### src/itd_pkg.sv
// ----------------------------------------------------------------------------
// itd_pkg: shared types and constants for integer_to_base_digits
// Field widths, radix limits, ASCII digit mapping, the controller state type
// and the command and status words between the controller and the divider.
// ----------------------------------------------------------------------------
package itd_pkg;

   // payload widths fixed by the channel definitions
   localparam int IN_VALUE_W     = 64;
   localparam int IN_RADIX_W     = 8;
   localparam int CHAR_W         = 7;
   localparam int DIGIT_TOTAL_W  = 7;
   localparam int DIGIT_W        = 6;

   // accepted radix range and digit mapping
   localparam logic [IN_RADIX_W-1:0] RADIX_MIN     = 8'd2;
   localparam logic [IN_RADIX_W-1:0] RADIX_MAX     = 8'd36;
   localparam logic [DIGIT_W-1:0]    DECIMAL_LIMIT = 6'd10;
   localparam logic [CHAR_W-1:0]     ASCII_ZERO    = 7'h30;
   localparam logic [CHAR_W-1:0]     ASCII_UPPER_A = 7'h41;
   localparam logic [CHAR_W-1:0]     ERROR_CHAR    = 7'h00;

   // controller states
   typedef enum logic [2:0] {
      ST_IDLE,
      ST_DIVIDE,
      ST_READ,
      ST_LOAD,
      ST_ERROR
   } itd_state_type;

   // command word into the bit-serial divider
   typedef struct packed {
      logic               start;
      logic [DIGIT_W-1:0] divisor;
   } itd_div_cmd_type;

   // status word out of the bit-serial divider
   typedef struct packed {
      logic               done;
      logic               nonzero;
      logic [DIGIT_W-1:0] remainder;
   } itd_div_stat_type;

   // map a remainder to its ASCII digit
   function automatic logic [CHAR_W-1:0] digit_char(input logic [DIGIT_W-1:0] d);
      logic [CHAR_W-1:0] d_ext;
      d_ext = CHAR_W'(d);
      if (d < DECIMAL_LIMIT) begin
         return ASCII_ZERO + d_ext;
      end else begin
         return ASCII_UPPER_A + d_ext - CHAR_W'(DECIMAL_LIMIT);
      end
   endfunction

endpackage

### src/itd_req_if.sv
// ----------------------------------------------------------------------------
// itd_req_if: request channel
// Carries one number and its radix per word, valid/ready handshake.
// ----------------------------------------------------------------------------
interface itd_req_if
   import itd_pkg::*;
();

   logic                  valid;
   logic                  ready;
   logic [IN_VALUE_W-1:0] value;
   logic [IN_RADIX_W-1:0] radix;

   modport source (output valid, output value, output radix, input ready);
   modport sink   (input valid, input value, input radix, output ready);

endinterface

### src/itd_rsp_if.sv
// ----------------------------------------------------------------------------
// itd_rsp_if: response channel
// Carries one ASCII digit per word with last, digit total and error flag.
// ----------------------------------------------------------------------------
interface itd_rsp_if
   import itd_pkg::*;
();

   logic                     valid;
   logic                     ready;
   logic [CHAR_W-1:0]        character;
   logic                     last;
   logic [DIGIT_TOTAL_W-1:0] digit_total;
   logic                     bad_radix;

   modport source (output valid, output character, output last, output digit_total,
                   output bad_radix, input ready);
   modport sink   (input valid, input character, input last, input digit_total,
                   input bad_radix, output ready);

endinterface

### src/integer_to_base_digits.sv
// ----------------------------------------------------------------------------
// integer_to_base_digits: unsigned integer to radix digit string
// Converts the low VALUE_WIDTH bits of each request word to ASCII digits in
// the requested base, most significant digit first, one response per digit.
// ----------------------------------------------------------------------------
// One number is converted at a time. A bit-serial divider produces one
// quotient bit per cycle; the remainders go to a digit store and are then
// read back most significant first, each digit through the READ and LOAD
// states, waiting in LOAD while the response side stalls. The number of
// digits is capped at MAX_DIGITS. A radix outside 2..36 gives one response
// with bad_radix set, character 0 and digit_total 0. The request side is
// ready again as soon as the final response word is in the output register;
// zero converts to a single '0'. When MAX_DIGITS is below the digits a value
// needs, only the least significant MAX_DIGITS digits are produced.
// ----------------------------------------------------------------------------
module integer_to_base_digits
   import itd_pkg::*;
#(
   parameter int MAX_DIGITS  = 64,
   parameter int VALUE_WIDTH = 64
) (
   input  logic       clock,
   input  logic       reset,
   itd_req_if.sink    req_chan,
   itd_rsp_if.source  rsp_chan
);

   localparam int ADDR_W = $clog2(MAX_DIGITS);
   localparam int CNT_W  = $clog2(MAX_DIGITS + 1);

   itd_state_type          state_ff, state_in;
   logic [CNT_W-1:0]       count_ff, count_in;
   logic [CNT_W-1:0]       total_ff, total_in;
   logic [ADDR_W-1:0]      idx_ff, idx_in;
   logic [DIGIT_W-1:0]     radix_ff, radix_in;

   logic                     rsp_valid_ff, rsp_valid_in;
   logic [CHAR_W-1:0]        rsp_char_ff, rsp_char_in;
   logic                     rsp_last_ff, rsp_last_in;
   logic [DIGIT_TOTAL_W-1:0] rsp_total_ff, rsp_total_in;
   logic                     rsp_bad_ff, rsp_bad_in;

   itd_div_cmd_type        div_cmd;
   itd_div_stat_type       div_stat;
   logic [VALUE_WIDTH-1:0] div_dividend;
   logic [VALUE_WIDTH-1:0] div_quotient;

   logic                   ram_wr_en;
   logic                   ram_rd_en;
   logic [DIGIT_W-1:0]     ram_rd_data;

   logic                   accept;
   logic                   radix_bad;
   logic                   out_free;
   logic [CNT_W-1:0]       count_next;

   assign accept     = req_chan.valid && req_chan.ready;
   assign radix_bad  = (req_chan.radix < RADIX_MIN) || (req_chan.radix > RADIX_MAX);
   assign out_free   = !rsp_valid_ff || rsp_chan.ready;
   assign count_next = count_ff + CNT_W'(1);

   // feed the divider from the request while idle, else from its own quotient
   assign div_dividend = (state_ff == ST_IDLE) ? req_chan.value[VALUE_WIDTH-1:0]
                                               : div_quotient;

   itd_divider #(
      .VALUE_WIDTH (VALUE_WIDTH)
   ) u_divider (
      .clock    (clock),
      .reset    (reset),
      .cmd      (div_cmd),
      .dividend (div_dividend),
      .stat     (div_stat),
      .quotient (div_quotient)
   );

   itd_digit_ram #(
      .DEPTH (MAX_DIGITS)
   ) u_digit_ram (
      .clock   (clock),
      .wr_en   (ram_wr_en),
      .wr_addr (count_ff[ADDR_W-1:0]),
      .wr_data (div_stat.remainder),
      .rd_en   (ram_rd_en),
      .rd_addr (idx_ff),
      .rd_data (ram_rd_data)
   );

   // next state, divider commands, store access and output word
   always_comb begin
      state_in        = state_ff;
      count_in        = count_ff;
      total_in        = total_ff;
      idx_in          = idx_ff;
      radix_in        = radix_ff;
      div_cmd.start   = 1'b0;
      div_cmd.divisor = radix_ff;
      ram_wr_en       = 1'b0;
      ram_rd_en       = 1'b0;
      req_chan.ready  = 1'b0;

      // drop the output word once taken
      rsp_valid_in = rsp_valid_ff && !rsp_chan.ready;
      rsp_char_in  = rsp_char_ff;
      rsp_last_in  = rsp_last_ff;
      rsp_total_in = rsp_total_ff;
      rsp_bad_in   = rsp_bad_ff;

      unique case (state_ff)
         ST_IDLE: begin
            req_chan.ready  = 1'b1;
            div_cmd.divisor = req_chan.radix[DIGIT_W-1:0];
            if (accept) begin
               count_in = '0;
               radix_in = req_chan.radix[DIGIT_W-1:0];
               if (radix_bad) begin
                  state_in = ST_ERROR;
               end else begin
                  div_cmd.start = 1'b1;
                  state_in      = ST_DIVIDE;
               end
            end
         end
         ST_DIVIDE: begin
            // store each remainder, restart on the quotient until it runs out or the store is full
            if (div_stat.done) begin
               ram_wr_en = 1'b1;
               count_in  = count_next;
               if (div_stat.nonzero && (count_next != CNT_W'(MAX_DIGITS))) begin
                  div_cmd.start = 1'b1;
               end else begin
                  total_in = count_next;
                  idx_in   = count_ff[ADDR_W-1:0];
                  state_in = ST_READ;
               end
            end
         end
         ST_READ: begin
            ram_rd_en = 1'b1;
            state_in  = ST_LOAD;
         end
         ST_LOAD: begin
            // hold the digit until the output register frees up
            if (out_free) begin
               rsp_valid_in = 1'b1;
               rsp_char_in  = digit_char(ram_rd_data);
               rsp_last_in  = (idx_ff == '0);
               rsp_total_in = DIGIT_TOTAL_W'(total_ff);
               rsp_bad_in   = 1'b0;
               if (idx_ff == '0) begin
                  state_in = ST_IDLE;
               end else begin
                  idx_in   = idx_ff - ADDR_W'(1);
                  state_in = ST_READ;
               end
            end
         end
         ST_ERROR: begin
            if (out_free) begin
               rsp_valid_in = 1'b1;
               rsp_char_in  = ERROR_CHAR;
               rsp_last_in  = 1'b1;
               rsp_total_in = '0;
               rsp_bad_in   = 1'b1;
               state_in     = ST_IDLE;
            end
         end
         default: begin
            state_in = ST_IDLE;
         end
      endcase
   end

   always_ff @(posedge clock) begin
      if (reset) begin
         state_ff     <= ST_IDLE;
         count_ff     <= '0;
         rsp_valid_ff <= 1'b0;
      end else begin
         state_ff     <= state_in;
         count_ff     <= count_in;
         rsp_valid_ff <= rsp_valid_in;
      end
      total_ff     <= total_in;
      idx_ff       <= idx_in;
      radix_ff     <= radix_in;
      rsp_char_ff  <= rsp_char_in;
      rsp_last_ff  <= rsp_last_in;
      rsp_total_ff <= rsp_total_in;
      rsp_bad_ff   <= rsp_bad_in;
   end

   assign rsp_chan.valid       = rsp_valid_ff;
   assign rsp_chan.character   = rsp_char_ff;
   assign rsp_chan.last        = rsp_last_ff;
   assign rsp_chan.digit_total = rsp_total_ff;
   assign rsp_chan.bad_radix   = rsp_bad_ff;

endmodule

### src/itd_divider.sv
// ----------------------------------------------------------------------------
// itd_divider: bit-serial restoring divider
// Divides a VALUE_WIDTH-bit dividend by a small radix, one quotient bit per
// cycle. Reports remainder and whether the quotient is nonzero on done.
// ----------------------------------------------------------------------------
module itd_divider
   import itd_pkg::*;
#(
   parameter int VALUE_WIDTH = 64
) (
   input  logic                   clock,
   input  logic                   reset,
   input  itd_div_cmd_type        cmd,
   input  logic [VALUE_WIDTH-1:0] dividend,
   output itd_div_stat_type       stat,
   output logic [VALUE_WIDTH-1:0] quotient
);

   localparam int BIT_CNT_W = $clog2(VALUE_WIDTH);

   logic [VALUE_WIDTH-1:0] quot_ff, quot_in;
   logic [DIGIT_W-1:0]     rem_ff, rem_in;
   logic [DIGIT_W-1:0]     divisor_ff, divisor_in;
   logic [BIT_CNT_W-1:0]   bit_cnt_ff, bit_cnt_in;
   logic                   busy_ff, busy_in;
   logic                   done_ff, done_in;
   logic                   nz_ff, nz_in;

   logic [DIGIT_W:0]       trial;
   logic [DIGIT_W:0]       diff;
   logic                   take;

   // one restoring step: shift in the next dividend bit, subtract if it fits
   always_comb begin
      trial = {rem_ff, quot_ff[VALUE_WIDTH-1]};
      diff  = trial - {1'b0, divisor_ff};
      take  = (trial >= {1'b0, divisor_ff});
   end

   // sequence the steps
   always_comb begin
      quot_in    = quot_ff;
      rem_in     = rem_ff;
      divisor_in = divisor_ff;
      bit_cnt_in = bit_cnt_ff;
      busy_in    = busy_ff;
      nz_in      = nz_ff;
      done_in    = 1'b0;
      if (cmd.start) begin
         quot_in    = dividend;
         rem_in     = '0;
         divisor_in = cmd.divisor;
         bit_cnt_in = '0;
         busy_in    = 1'b1;
         nz_in      = 1'b0;
      end else if (busy_ff) begin
         quot_in    = {quot_ff[VALUE_WIDTH-2:0], take};
         rem_in     = take ? diff[DIGIT_W-1:0] : trial[DIGIT_W-1:0];
         nz_in      = nz_ff | take;
         bit_cnt_in = bit_cnt_ff + BIT_CNT_W'(1);
         if (bit_cnt_ff == BIT_CNT_W'(VALUE_WIDTH - 1)) begin
            busy_in = 1'b0;
            done_in = 1'b1;
         end
      end
   end

   always_ff @(posedge clock) begin
      if (reset) begin
         busy_ff <= 1'b0;
         done_ff <= 1'b0;
      end else begin
         busy_ff <= busy_in;
         done_ff <= done_in;
      end
      quot_ff    <= quot_in;
      rem_ff     <= rem_in;
      divisor_ff <= divisor_in;
      bit_cnt_ff <= bit_cnt_in;
      nz_ff      <= nz_in;
   end

   assign stat.done      = done_ff;
   assign stat.nonzero   = nz_ff;
   assign stat.remainder = rem_ff;
   assign quotient       = quot_ff;

endmodule

### src/itd_digit_ram.sv
// ----------------------------------------------------------------------------
// itd_digit_ram: digit store
// One write port and one registered read port, DEPTH entries of one digit.
// ----------------------------------------------------------------------------
module itd_digit_ram
   import itd_pkg::*;
#(
   parameter int DEPTH = 64
) (
   input  logic                     clock,
   input  logic                     wr_en,
   input  logic [$clog2(DEPTH)-1:0] wr_addr,
   input  logic [DIGIT_W-1:0]       wr_data,
   input  logic                     rd_en,
   input  logic [$clog2(DEPTH)-1:0] rd_addr,
   output logic [DIGIT_W-1:0]       rd_data
);

   logic [DIGIT_W-1:0] mem_ff [DEPTH];
   logic [DIGIT_W-1:0] rd_data_ff;

   // write port
   always_ff @(posedge clock) begin
      if (wr_en) begin
         mem_ff[wr_addr] <= wr_data;
      end
   end

   // registered read port
   always_ff @(posedge clock) begin
      if (rd_en) begin
         rd_data_ff <= mem_ff[rd_addr];
      end
   end

   assign rd_data = rd_data_ff;

endmodule

### src/flat_wrapper.sv
// flat-port wrapper written by rule: the top's interface ports become plain ports
module integer_to_base_digits_flat import itd_pkg::*;
#(
   parameter int MAX_DIGITS  = 64,
   parameter int VALUE_WIDTH = 64
)
  (clock, reset, req_chan_valid, req_chan_value, req_chan_radix, req_chan_ready, rsp_chan_valid, rsp_chan_character, rsp_chan_last, rsp_chan_digit_total, rsp_chan_bad_radix, rsp_chan_ready);
  itd_req_if req_chan_i ();
  itd_rsp_if rsp_chan_i ();
  input  logic clock;
  input  logic reset;
  input wire logic [$bits(req_chan_i.valid)-1:0] req_chan_valid;
  input wire logic [$bits(req_chan_i.value)-1:0] req_chan_value;
  input wire logic [$bits(req_chan_i.radix)-1:0] req_chan_radix;
  output wire logic [$bits(req_chan_i.ready)-1:0] req_chan_ready;
  output wire logic [$bits(rsp_chan_i.valid)-1:0] rsp_chan_valid;
  output wire logic [$bits(rsp_chan_i.character)-1:0] rsp_chan_character;
  output wire logic [$bits(rsp_chan_i.last)-1:0] rsp_chan_last;
  output wire logic [$bits(rsp_chan_i.digit_total)-1:0] rsp_chan_digit_total;
  output wire logic [$bits(rsp_chan_i.bad_radix)-1:0] rsp_chan_bad_radix;
  input wire logic [$bits(rsp_chan_i.ready)-1:0] rsp_chan_ready;
  assign req_chan_i.valid = req_chan_valid;
  assign req_chan_i.value = req_chan_value;
  assign req_chan_i.radix = req_chan_radix;
  assign req_chan_ready = req_chan_i.ready;
  assign rsp_chan_valid = rsp_chan_i.valid;
  assign rsp_chan_character = rsp_chan_i.character;
  assign rsp_chan_last = rsp_chan_i.last;
  assign rsp_chan_digit_total = rsp_chan_i.digit_total;
  assign rsp_chan_bad_radix = rsp_chan_i.bad_radix;
  assign rsp_chan_i.ready = rsp_chan_ready;
  integer_to_base_digits #(.MAX_DIGITS(MAX_DIGITS), .VALUE_WIDTH(VALUE_WIDTH)) u_core (.clock(clock), .reset(reset), .req_chan(req_chan_i), .rsp_chan(rsp_chan_i));
endmodule
### config.mk
export PLATFORM = sky130hd
export DESIGN_NAME = integer_to_base_digits_flat
export DESIGN_NICKNAME = d
export VERILOG_FILES = /design/src/itd_pkg.sv /design/src/itd_req_if.sv /design/src/itd_rsp_if.sv /design/src/integer_to_base_digits.sv /design/src/itd_divider.sv /design/src/itd_digit_ram.sv /design/src/flat_wrapper.sv
export SDC_FILE = /design/constraint.sdc
export NUM_CORES = 1
export LEC_CHECK = 0
export ABC_AREA = 1
export BUFFER_PORTS_ARGS = -buffer_cell sky130_fd_sc_hd__buf_2
export CELL_PAD_IN_SITES_DETAIL_PLACEMENT = 1
export CELL_PAD_IN_SITES_GLOBAL_PLACEMENT = 1
export CORE_ASPECT_RATIO = 1.5
export CORE_MARGIN = 3
export CORE_UTILIZATION = 25
export DETAILED_ROUTE_END_ITERATION = 16
export PLACE_DENSITY_LB_ADDON = 0.1
export SLEW_MARGIN = 25
export SYNTH_ARGS = -nofsm -noshare
export SYNTH_HDL_FRONTEND = slang
export SYNTH_SLANG_ARGS = --single-unit
### constraint.sdc
create_clock -name clock -period 22.2 [get_ports clock]
set_input_delay 5.55 -clock clock [delete_from_list [all_inputs] [get_ports clock]]
set_output_delay 5.55 -clock clock [all_outputs]
set_load 0.03 [all_outputs]
==> Yosys cells after proc, flatten, opt, wreduce, memory -nomap -nowiden <==
Memories as Yosys holds them, arrays and structs flattened. A register that Yosys moved wholly into a read port is not among the register bits.
Index checks and enable logic that the tools add are counted.
W data, S select, Z words.
{ "op_classes": {"muxes": 49, "add_sub_neg": 7, "n_eq_ne": 13, "bitwise": 3, "n_reduce_logical": 22, "order_cmp": 4} }
{ "ops": {"columns": ["operator", "n"], "rows": [
  ["$mux W64", 3],
  ["$mux W7", 6],
  ["$pmux W7 S2", 3],
  ["$mux W6", 6],
  ["$mux W1", 19],
  ["$mux W3", 6],
  ["$pmux W3 S5", 1],
  ["$pmux W6 S2", 1],
  ["$reduce_and A5 Y1", 2],
  ["$reduce_and A3 Y1", 3],
  ["$gt A8 B6 Y1 const B", 1],
  ["$lt A8 B2 Y1 const B", 1],
  ["$ne A2 B2 Y1 const B", 4],
  ["$reduce_bool A2 Y1", 4],
  ["$add A6 B6 Y7 const A", 1],
  ["$add A7 B1 Y7 const B", 1],
  ["$add A7 B6 Y7 const A", 1],
  ["$ge A7 B6 Y1", 1],
  ["$ne A7 B7 Y1 const B", 1],
  ["$sub A7 B4 Y7 const B", 1],
  ["$add A6 B1 Y6 const B", 1],
  ["$eq A3 B2 Y1 const B", 2],
  ["$eq A6 B6 Y1 const B", 1],
  ["$logic_not A6 Y1", 1],
  ["other kinds (17)", 27]
]} }
{ "totals": {"ramBits": 384, "reg_bits": 131, "elab_cells": 116, "in_bits": 76, "out_inout_bits": 18, "memories": 1} }
{ "mem_list": {"columns": ["memory", "words", "width", "read_ports", "rd_clocked_by_memory_dff", "wr", "line", "source"], "rows": [
  ["u_core.u_digit_ram.mem_ff", 64, 6, 1, 1, 1, "itd_digit_ram.sv:19", "logic [DIGIT_W-1:0] mem_ff [DEPTH];"]
]} }

==> Longest topological paths before layout <==
Gate-level depths: netlist of the first run.
{ "depth": {"ltp_word": 8, "depth_mapped": 13, "depth_no_buf": 12} }

==> Hierarchy <==
A second synthesis of the first run with hierarchy kept.
{ "unflattened": {"hier_cells": 2276, "hier_area_um2": 23057.1} }
{ "by_module_without_submodules": {"columns": ["module", "n_inst", "area_per_inst_um2", "cells_per_inst", "seq_area_each_um2"], "rows": [
  ["itd_digit_ram", 1, 15990.3, 1376, 11711.2],
  ["itd_divider", 1, 3913.8, 429, 2402.3],
  ["integer_to_base_digits", 1, 3153.0, 471, 1271.2]
]} }

==> Worst setup path after synthesis of the first run <==
Ideal clock, no wire load.
{ "synth_path": {"path_type": "input port to flip-flop", "startpoint": "in req_chan_radix[4]", "endpoint": "reg u_core.u_divider.quot_ff[0] (netlist: u_core.u_divider.quotient[0]), enable pin", "cell_stages": 8, "arrival_ns": 10.840, "setup_ns": 0.574, "path_slack_ns": 10.786, "t_required_ns": 21.626, "path_buffers": 1, "path_cell_list": "nor2_1 > nand2_1 > o21ai_0 > inv_1 > nand3_1 > nand2_4 > buf_4 > o21ai_0"} }
{ "synth_via": {"elab_chain_cells": 7, "word_cells_on_any_way": 9, "classes_between": "order compare (2); eq/ne (1); mux (3); reduce/logical (3)"} }
{ "synth_lines": {"columns": ["element", "line", "source"], "rows": [
  ["start: declaration", "flat_wrapper.sv:14", "input wire logic [$bits(req_chan_i.radix)-1:0] req_chan_radix;"],
  ["$lt A8 B2 Y1 / $gt A8 B6 Y1 (equally long branches)", "integer_to_base_digits.sv:58", "assign radix_bad = (req_chan.radix < RADIX_MIN) || (req_chan.radix > RADIX_MAX);"],
  ["$logic_or A1 B1 Y1 *", "integer_to_base_digits.sv:58", null],
  ["$mux W1 *", "integer_to_base_digits.sv:116", "if (radix_bad) begin"],
  ["$mux W1 *", "integer_to_base_digits.sv:113", "if (accept) begin"],
  ["$pmux W1 S2 *", "integer_to_base_digits.sv:109", "unique case (state_ff)"],
  ["$ne A2 B2 Y1 (no source line) / $reduce_bool A2 Y1 (equally long branches)", null, null],
  ["$reduce_and A2 Y1 (no source line) *", null, null],
  ["end signal: assignment", "itd_divider.sv:76", "quot_ff <= quot_in;"],
  ["end: declaration", "itd_divider.sv:21", "logic [VALUE_WIDTH-1:0] quot_ff, quot_in;"]
]} }
Mark *: on every way between the ends. The rest lies on a longest branch, timed or not.
A chain may end at the register's enable or synchronous reset.

==> Worst setup path in the final report of the first run <==
{ "layout_path": {"startpoint": "in req_chan_valid", "endpoint": "reg u_core.u_divider.quot_ff[7] (netlist: u_core.u_divider.quotient[7]) (data pin)"} }
{ "layout_via": {"elab_chain_cells": 4} }
{ "layout_lines": {"columns": ["element", "line", "source"], "rows": [
  ["start: declaration", "flat_wrapper.sv:12", "input wire logic [$bits(req_chan_i.valid)-1:0] req_chan_valid;"],
  ["$logic_and A1 B1 Y1", "integer_to_base_digits.sv:57", "assign accept = req_chan.valid && req_chan.ready;"],
  ["$mux W1", "integer_to_base_digits.sv:113", null],
  ["$pmux W1 S2", "integer_to_base_digits.sv:109", null],
  ["$mux W64", "itd_divider.sv:49", "if (cmd.start) begin"],
  ["net u_core.u_divider.quot_in[7]", "itd_divider.sv:21", null]
]} }
The timed path passes the listed nets, and every way through them passes these cells.

==> results of run 1 <==
layer usage:
layer	global-route usage	part of all wire	vias up
li1	-	-	6788
met1	0.179	0.42	7289
met2	0.278	0.53	212
met3	0.0224	0.029	90
met4	0.0437	0.027	0
met5	0	0	-
metrics by stage:
step | instance area (um2) | std cells | total power [W] | utilization
6_report | 25000 | 3129 | 0.00251 | 0.293
4_1_cts | 25000 | 3129 | 0.00256 | 0.293
2_1_floorplan | 21600 | 1887 | 0.00145 | -
5_1_grt | 25000 | 3129 | 0.00263 | 0.293
3_5_place_dp | 23300 | 3030 | 0.00162 | 0.272
3_3_place_gp | 23200 | 3029 | 0.00162 | 0.272
critical path: stages:
cell and delay (ns):
buf_2 0.07, inv_1 0.04, nor2_1 0.55, nand3_1 0.34, nand2_4 0.33, buf_4 0.63
inv_4 0.42, nand2_1 0.17, nand2_1 0.06
flip-flops by register name, summed over array words and instances (netlist names), 3 cells and up:
| signal | count |
|---|---|
| u_core.rsp_chan.character | 7 |
| u_core.total_ff | 7 |
| u_core.u_divider.quotient | 64 |
| u_core.state_ff | 3 |
| u_core.u_divider.bit_cnt_ff | 6 |
| u_core.u_divider.rem_ff | 6 |
| u_core.radix_ff | 6 |
| u_core.count_ff | 7 |
| u_core.idx_ff | 6 |
| u_core.u_digit_ram.rd_data | 6 |
| u_core.u_divider.divisor_ff | 6 |
| u_core.rsp_chan.digit_total | 7 |
| u_core.u_digit_ram.mem_ff | 384 |
worst max path at each step:
stage | from | end | slack, ns
6_report | req_chan_valid | u_core.u_divider.quotient[7] | 14.26
2_1_floorplan | req_chan_radix[4] | u_core.u_divider.quotient[0] | 10.79
3_3_place_gp | req_chan_valid | u_core.u_divider.quotient[63] | 13.64
4_1_cts | req_chan_valid | u_core.u_divider.quotient[7] | 14.22
3_5_place_dp | req_chan_valid | u_core.u_divider.quotient[7] | 13.54
5_1_grt | req_chan_valid | u_core.u_divider.quotient[23] | 13.90
area by class of cell:
class,count,area (um2)
tap,1130,1410
inverter,69,264
clock buffer,65,1410
sequential,521,15400
timing repair buffer,116,646
fill,9353,60400
multi-input combinational,1194,5540
clock inverter,34,322
where the power goes:
group	switching [W]	total [W]	internal, W
combinational	0.000299	0.000388	0.0000884
clock	0.000396	0.000918	0.000523
sequential	0.0000194	0.00120	0.00118
total	0.000714	0.00251	0.00179
layout by cell type (no fill, tap or decap), types with 6 or more instances in the layout:
| cell type | Yosys | routed |
|---|---|---|
| edfxtp_1 | 495 | 495 |
| nor2_1 | 366 | 365 |
| nand2_1 | 337 | 337 |
| o21ai_0 | 219 | 218 |
| buf_2 | 29 | 93 |
| nand3_1 | 72 | 72 |
| inv_1 | 64 | 62 |
| clkbuf_16 | 0 | 55 |
| o211ai_1 | 50 | 50 |
| o22ai_1 | 48 | 48 |
| a21oi_1 | 48 | 47 |
| buf_4 | 5 | 22 |
| dfxtp_1 | 26 | 20 |
| clkinv_2 | 0 | 14 |
| ha_1 | 13 | 13 |
| clkinv_1 | 2 | 12 |
| clkbuf_1 | 60 | 10 |
| xor2_1 | 8 | 8 |
| nand4_1 | 7 | 7 |
| bufinv_16 | 0 | 6 |
| dfxtp_2 | 0 | 6 |
cells by family (layout without fill, tap and decap cells):
group | Yosys count | in the layout | synth area share
AND/OR/NAND/NOR | 796 | 796 | 0.146
AO/OA/AOI/OAI | 373 | 373 | 0.0956
XOR/XNOR | 11 | 11 | 0.00445
flip-flops | 521 | 521 | 0.711
buffers and inverters | 172 | 284 | 0.0346
adder cells (fa/ha/maj) | 14 | 14 | 0.00844
==> run metrics, run 1 <==
GRT Total Usage 0.150; Avg Cell Area, Syn 11.5 um2; num rows 131; count leader, synth edfxtp_1; H-tree levels 2; worst rel slew slack 0.323; CP Capture Type register; TritonCTS Buffers 54; required time of the critical path 22.56 ns; gpl congestion 0.735; TNS Setup 0 ns; vias in the first global route 15.6k; Area contributors post-synth edfxtp_1 69%, nor2_1 6.3%, nand2_1 5.8%, o21ai_0 5.1%, dfxtp_1 2.4%; Slew Limit Fails 0; outcome complete, no violations; Fin. Hold Viols 0; CP Class in2reg; Reg2Reg Setup Slack 17.97 ns; DIE AREA 90200 um2; largest net degree at the start of global routing 81; clk sinks 521; Worst-Margin Slew 1.01 ns; Via density 4.60; final worst slack 14.26 ns; cts hold-fix bufs 0; routed wire length 68000 um; CP arrival 8.29 ns; asr flop ratio synth 0; Remaining DRCs 0; dpl ws 13.54 ns; detailed-router iteration count before antenna repair 4; Nets 2046; worst hold margin 0.486 ns; proportion of netlist area held by the largest area contributor 0.687; cells after synthesis 1887; P&R area growth vs syn 15.5%; Initial Utilization 0.253; Clock Path Buffers 3; I/O pin total 94; worst hold path depth 2; Cell Area, Synth 21600 um2; clock skew 0.0174 ns; share of cells above drive strength 1 0.109; I/O Buffers 93; RSZ-0062 raised after global routing no; CTS root buffer clkbuf_16; Pwr Density 100 nW/um2; R2R cell count 9; count of different cell masters after synthesis 38; core area 85400 um2; antenna viol nets, final 0; peak supply drop 0.0509 mV; clk slew on worst S/H paths 0.06 ns; Die X 246 um; Critical Path Start Type input port; Antenna diodes 0; DRT iter0 DRCs 857; Post-synth EDFFs 495; HP Class reg2reg; sequential-to-total area share from yosys stat 0.711; Fmax 126 MHz; Final Cycle Share 0.357; synth cell count leaders 495 x edfxtp_1, 366 x nor2_1, 337 x nand2_1, 219 x o21ai_0, 72 x nand3_1; GR Overflow Total 0; worst hold start u_core.count_ff[6]; Final setup viols 0; clk_lat worst skew 0.61 ns; cell taking the most area after synthesis edfxtp_1; max cap viols 0; clock tree from TritonCTS done; Period minus WS final 7.94 ns; placed wire-length estimate 42500 um; Routed WL per cell 21.7 um; worst reg2reg startpoint u_core.idx_ff[0]; endpoint of the worst hold path u_core.count_ff[6]; PostCTS Resize Cnt 0; crit-path max FO 67; first-pass GRT wire length 102000 um; Mapped Nets 1977; initial antenna violation count 0; Synth Register Bits 521; FF-to-FF End u_core.u_digit_ram.rd_data[0]; dominant synthesized flop cell edfxtp_1; Yosys warning count 0; Die Y 366 um; Vias 14.4k; post-CTS setup buffers 0; Pleak 8.60 nW
No activity file was read; power rests on OpenSTA's default activity.
==> run 2: changes to the inputs <==
- clock period: 22.2 -> 6.8 ns (I/O delays scaled with it)
==> run 2 against run 1 <==
Effect of this change:
- critical endpoint is now u_core.u_digit_ram.mem_ff[12][3]
- sequential power rose to 3.3 times the previous value
- global-route usage fell by 0.21 points
- register-to-register slack got worse by 15 ns
- sequential cell count did not move
- critical path type is now reg2reg
==> run metrics, run 2 (same netlist as run 1, synthesis figures left out) <==
detailed-router iteration count before antenna repair 5; endpoint of the worst hold path u_core.u_divider.bit_cnt_ff[1]; Critical Path Start Type register; Switching Fraction 0.284; fillcell total 9342; Combinational Power Share 0.150; final worst slack 3.05 ns; Initial Utilization 0.253; worst hold margin 0.497 ns; vias in the first global route 15.5k; Psw 0.00231 W; share of cells above drive strength 1 0.107; R2R cell count 8; RSZ-0062 raised after global routing no; CP arrival 3.98 ns; P_int 0.00585 W; Pleak 8.58 nW; Remaining DRCs 0; clock tree from TritonCTS done; P&R area growth vs syn 15.5%; HP Class reg2reg; I/O Buffers 93; initial antenna violation count 8; crit-path max FO 13; Pwr Density 326 nW/um2; outcome complete, no violations; WL met2 34700 um; Reg area 15400 um2; Fmax 267 MHz; antenna viol nets, final 0; dpl ws 2.01 ns; clock skew 0.0201 ns; Top Layer Used met5; DRT iter0 DRCs 796; Vias 14.3k; max cap viols 0; area occupied by multi-input gates 5550 um2; CP Class reg2reg; clk_lat worst skew 0.62 ns; max reg flops 384; first-pass GRT wire length 100000 um; Largest Register u_core.u_digit_ram.mem_ff; GR Overflow Total 0; clock power share 0.368; Slew Limit Fails 0; Die X 246 um; worst reg2reg startpoint u_core.state_ff[0]; GRT Total Usage 0.148; num rows 131; Via density 4.59; DIE AREA 90200 um2; TritonCTS Buffers 54; cts hold-fix bufs 0; metal3 WL 2170 um; Die Y 366 um; worst hold path depth 2; CTS root buffer clkbuf_16; CP Capture Type register; gpl congestion 0.750; worst hold start u_core.u_divider.bit_cnt_ff[1]; worst rel slew slack 0.258; clk sinks 521; core area 85400 um2; H-tree levels 2; placed wire-length estimate 40200 um; clk slew on worst S/H paths 0.06 ns; Power Total 0.00816 W; PostCTS Resize Cnt 0; commonest non-fill, non-tap cell in the layout edfxtp_1; Worst-Margin Slew 1.11 ns; routed wire length 66900 um; Routed WL per cell 21.4 um; TNS Setup 0 ns; FF-to-FF End u_core.u_digit_ram.mem_ff[12][3]; Clock Path Buffers 3; I/O pin total 94; Reg2Reg Setup Slack 3.05 ns; Final setup viols 0; Seq pwr share 0.482; Nets 2041; peak supply drop 0.197 mV; post-CTS setup buffers 0; highest-count cells in the layout ignoring fill and taps 495 x edfxtp_1, 365 x nor2_1, 337 x nand2_1, 218 x o21ai_0, 93 x buf_2; Final Util 0.293; required time of the critical path 7.03 ns; Period minus WS final 3.75 ns; largest net degree at the start of global routing 194; Final Cycle Share 0.551; Fin. Hold Viols 0; WL met1 28100 um
-- run 2: cell count changes in the layout (fill, tap and decap cells not counted), moves of 2 or more --
cell,change
buf_12,+3
clkbuf_8,+3
clkinv_1,-2
buf_4,-7
inv_6,-2
clkinvlp_4,+4
-- run 2: final cells by class --
class,instances,share of cell area
sequential,521,0.616
timing repair buffer,111,0.0255
tap,1130,0.0565
antenna,1,0.000100
multi-input combinational,1194,0.222
inverter,69,0.0106
clock inverter,32,0.0117
clock buffer,68,0.0582
-- run 2: power groups by stage --
stage / clock, W / sequential, W / combinational [W]
5_1_grt: 0.00322 / 0.00395 / 0.00139
4_1_cts: 0.00311 / 0.00394 / 0.00127
3_3_place_gp: 0 / 0.00401 / 0.00125
2_1_floorplan: 0 / 0.00410 / 0.000615
6_report: 0.00300 / 0.00393 / 0.00122
3_5_place_dp: 0 / 0.00401 / 0.00127
-- run 2: routing by layer --
metal  up-vias  global-route usage
met2       216               0.269
met3       108              0.0224
met5         -                   0
met4        12              0.0447
met1      7230               0.180
li1       6779                   -
-- run 2: how the worst max path moves through the flow --
| stage | startpoint | endpoint | slack [ns] | cells past startpoint |
|---|---|---|---|---|
| 5_1_grt | u_core.state_ff[0] | u_core.u_digit_ram.mem_ff[12][4] | 2.79 | 8 |
| 3_3_place_gp | req_chan_radix[4] | u_core.u_divider.quotient[48] | 2.11 | 9 |
| 2_1_floorplan | req_chan_radix[4] | u_core.u_divider.quotient[0] | 0.97 | 8 |
| 4_1_cts | req_chan_valid | u_core.u_divider.quotient[7] | 2.69 | 8 |
| 3_5_place_dp | req_chan_valid | u_core.u_divider.quotient[8] | 2.01 | 8 |
| 6_report | u_core.state_ff[0] | u_core.u_digit_ram.mem_ff[12][3] | 3.05 | 8 |
-- run 2: worst max-delay path: stages, from the launching register on --
cell and delay [ns]:
dfxtp_1 0.41, inv_1 0.07, nor3_2 0.17, inv_2 0.08, nor2_2 0.51, inv_1 0.21, nor2_1 0.24, nand3_1 0.72
nor2_1 0.92
-- run 2: stage by stage --
stage | cells | cell area [um2]
after floorplan | 1887 | 21600
after global placement | 3025 | 23200
after detailed placement | 3025 | 23200
after CTS | 3125 | 25000
after global routing | 3126 | 25000
final | 3126 | 25000
==> run 3: changes to the inputs <==
- clock period: 6.8 -> 3.7 ns (I/O delays scaled with it)
==> run 3 against run 2 <==
Effect of this change:
- global-route usage rose by 0.12 points
- hold slack got worse by 0.018 ns
- wire length rose by 1.1%
- cell count rose by 2.5%
- first-iteration DRC count fell by 15%
- highest routed layer is now met4
- via count rose by 0.86%
- sequential share of layout area fell by 1.3 points
- setup slack got worse by 2.2 ns
==> run metrics, run 3 (same netlist as run 1, synthesis figures left out) <==
Routed WL per cell 21.1 um; Psw 0.00423 W; crit-path max FO 12; CP endpoint req_chan_ready; worst setup path start u_core.state_ff[0]; Die Y 366 um; metal3 WL 2190 um; clock power share 0.355; TritonCTS Buffers 54; CP Class reg2out; required time of the critical path 2.77 ns; GRT Total Usage 0.150; Seq pwr share 0.486; highest-count cells in the layout ignoring fill and taps 495 x edfxtp_1, 365 x nor2_1, 337 x nand2_1, 218 x o21ai_0, 93 x buf_2; max reg flops 384; core area 85400 um2; Die X 246 um; Vias 14.5k; post-CTS setup buffers 0; Combinational Power Share 0.159; Pleak 8.97 nW; clk slew on worst S/H paths 0.07 ns; P_int 0.0106 W; Reg area 15400 um2; CP Capture Type output pin; Fmax 346 MHz; max cap viols 0; GR Overflow Total 0; cts hold-fix bufs 0; TNS Setup 0 ns; clock tree from TritonCTS done; area occupied by multi-input gates 5540 um2; DRT iter0 DRCs 674; clk_lat worst skew 0.62 ns; Reg2Reg Setup Slack 0.94 ns; clock skew 0.0217 ns; first-pass GRT wire length 101000 um; worst rel slew slack 0.386; Worst-Margin Slew 0.921 ns; peak supply drop 0.372 mV; FF-to-FF End u_core.u_digit_ram.mem_ff[6][2]; antenna viol nets, final 0; outcome complete, no violations; Final Cycle Share 0.781; worst hold margin 0.478 ns; Period minus WS final 2.89 ns; H-tree levels 2; critical path, cell by cell nor2_1 > nand2_1 > inv_1 > buf_2; share of cells above drive strength 1 0.138; WL met2 35400 um; Nets 2118; Remaining DRCs 0; dpl cell area 23900 um2; Final setup viols 0; commonest non-fill, non-tap cell in the layout edfxtp_1; I/O Buffers 93; Top Layer Used met4; placed wire-length estimate 42000 um; Via density 4.52; detailed-router iteration count before antenna repair 4; Critical Path Start Type register; Largest Register u_core.u_digit_ram.mem_ff; routed wire length 67700 um; clk sinks 521; worst reg2reg startpoint u_core.state_ff[0]; I/O pin total 94; Clock Path Buffers 3; vias in the first global route 15.5k; Pwr Density 581 nW/um2; HP Class reg2reg; largest net degree at the start of global routing 137; Initial Utilization 0.253; Top Family by Delay on Critical Path buffers and inverters; RSZ-0062 raised after global routing no; CP max stage delay 0.35 ns; WL met1 28200 um; initial antenna violation count 0; Slew Limit Fails 0; PostCTS Resize Cnt 0; gpl congestion 0.753; CTS root buffer clkbuf_16; Switching Fraction 0.285; num rows 131; Buf/Inv on CP 2; post-route cell area 25500 um2; fillcell total 9399; Critical Path Slowest Stage Cell dfxtp_1; CP arrival 1.96 ns; DIE AREA 90200 um2; R2R cell count 8; Fin. Hold Viols 0; P&R area growth vs syn 17.9%; Worst path depth 4
-- run 3: layout make-up --
type / count / share of cell area
inverters: 69 / 0.0103
diodes: 1 / 0.0000980
flip-flops and latches: 521 / 0.603
clock inverters: 26 / 0.00573
repair buffers: 188 / 0.0486
clock buffers: 74 / 0.0599
well taps: 1130 / 0.0554
multi-input cells: 1194 / 0.217
-- run 3: worst min path at each step --
stage	start	end	slack [ns]	depth (start not counted)
final	u_core.count_ff[6]	u_core.count_ff[6]	0.48	2
after global routing	req_chan_radix[2]	u_core.radix_ff[2]	0.48	1
after detailed placement	u_core.count_ff[6]	u_core.count_ff[6]	0.47	2
after CTS	req_chan_radix[1]	u_core.radix_ff[1]	0.46	1
after global placement	u_core.count_ff[6]	u_core.count_ff[6]	0.46	2
after floorplan	u_core.count_ff[6]	u_core.count_ff[6]	0.45	2
-- run 3: power groups by stage --
stage	Combinational, W	Clock, W	Sequential [W]
floorplan	0.00113	0	0.00753
finish	0.00236	0.00527	0.00720
global placement	0.00241	0	0.00733
CTS	0.00246	0.00550	0.00720
detailed placement	0.00246	0	0.00733
global route	0.00267	0.00572	0.00722
-- run 3: routing by layer --
layer  track usage  up-vias
li1              -     6927
met1         0.180     7239
met5             0        -
met4        0.0450        0
met2         0.272      224
met3        0.0237       79
-- run 3: through the flow --
| stage | worst slack, ns | util | power [W] | std cells |
|---|---|---|---|---|
| floorplan | 0.451 | - | 0.00866 | 1887 |
| global placement | 0.689 | 0.279 | 0.00974 | 3102 |
| detailed placement | 0.701 | 0.279 | 0.00978 | 3102 |
| CTS | 0.704 | 0.299 | 0.0152 | 3202 |
| global route | 0.645 | 0.299 | 0.0156 | 3202 |
| finish | 0.810 | 0.299 | 0.0148 | 3203 |
-- run 3: worst min-delay path, delay by kind of cell, from the launching register on --
kind	cells	cell delay [ns]
compound gates	1	0.05
simple gates	1	0.06
flops	1	0.32
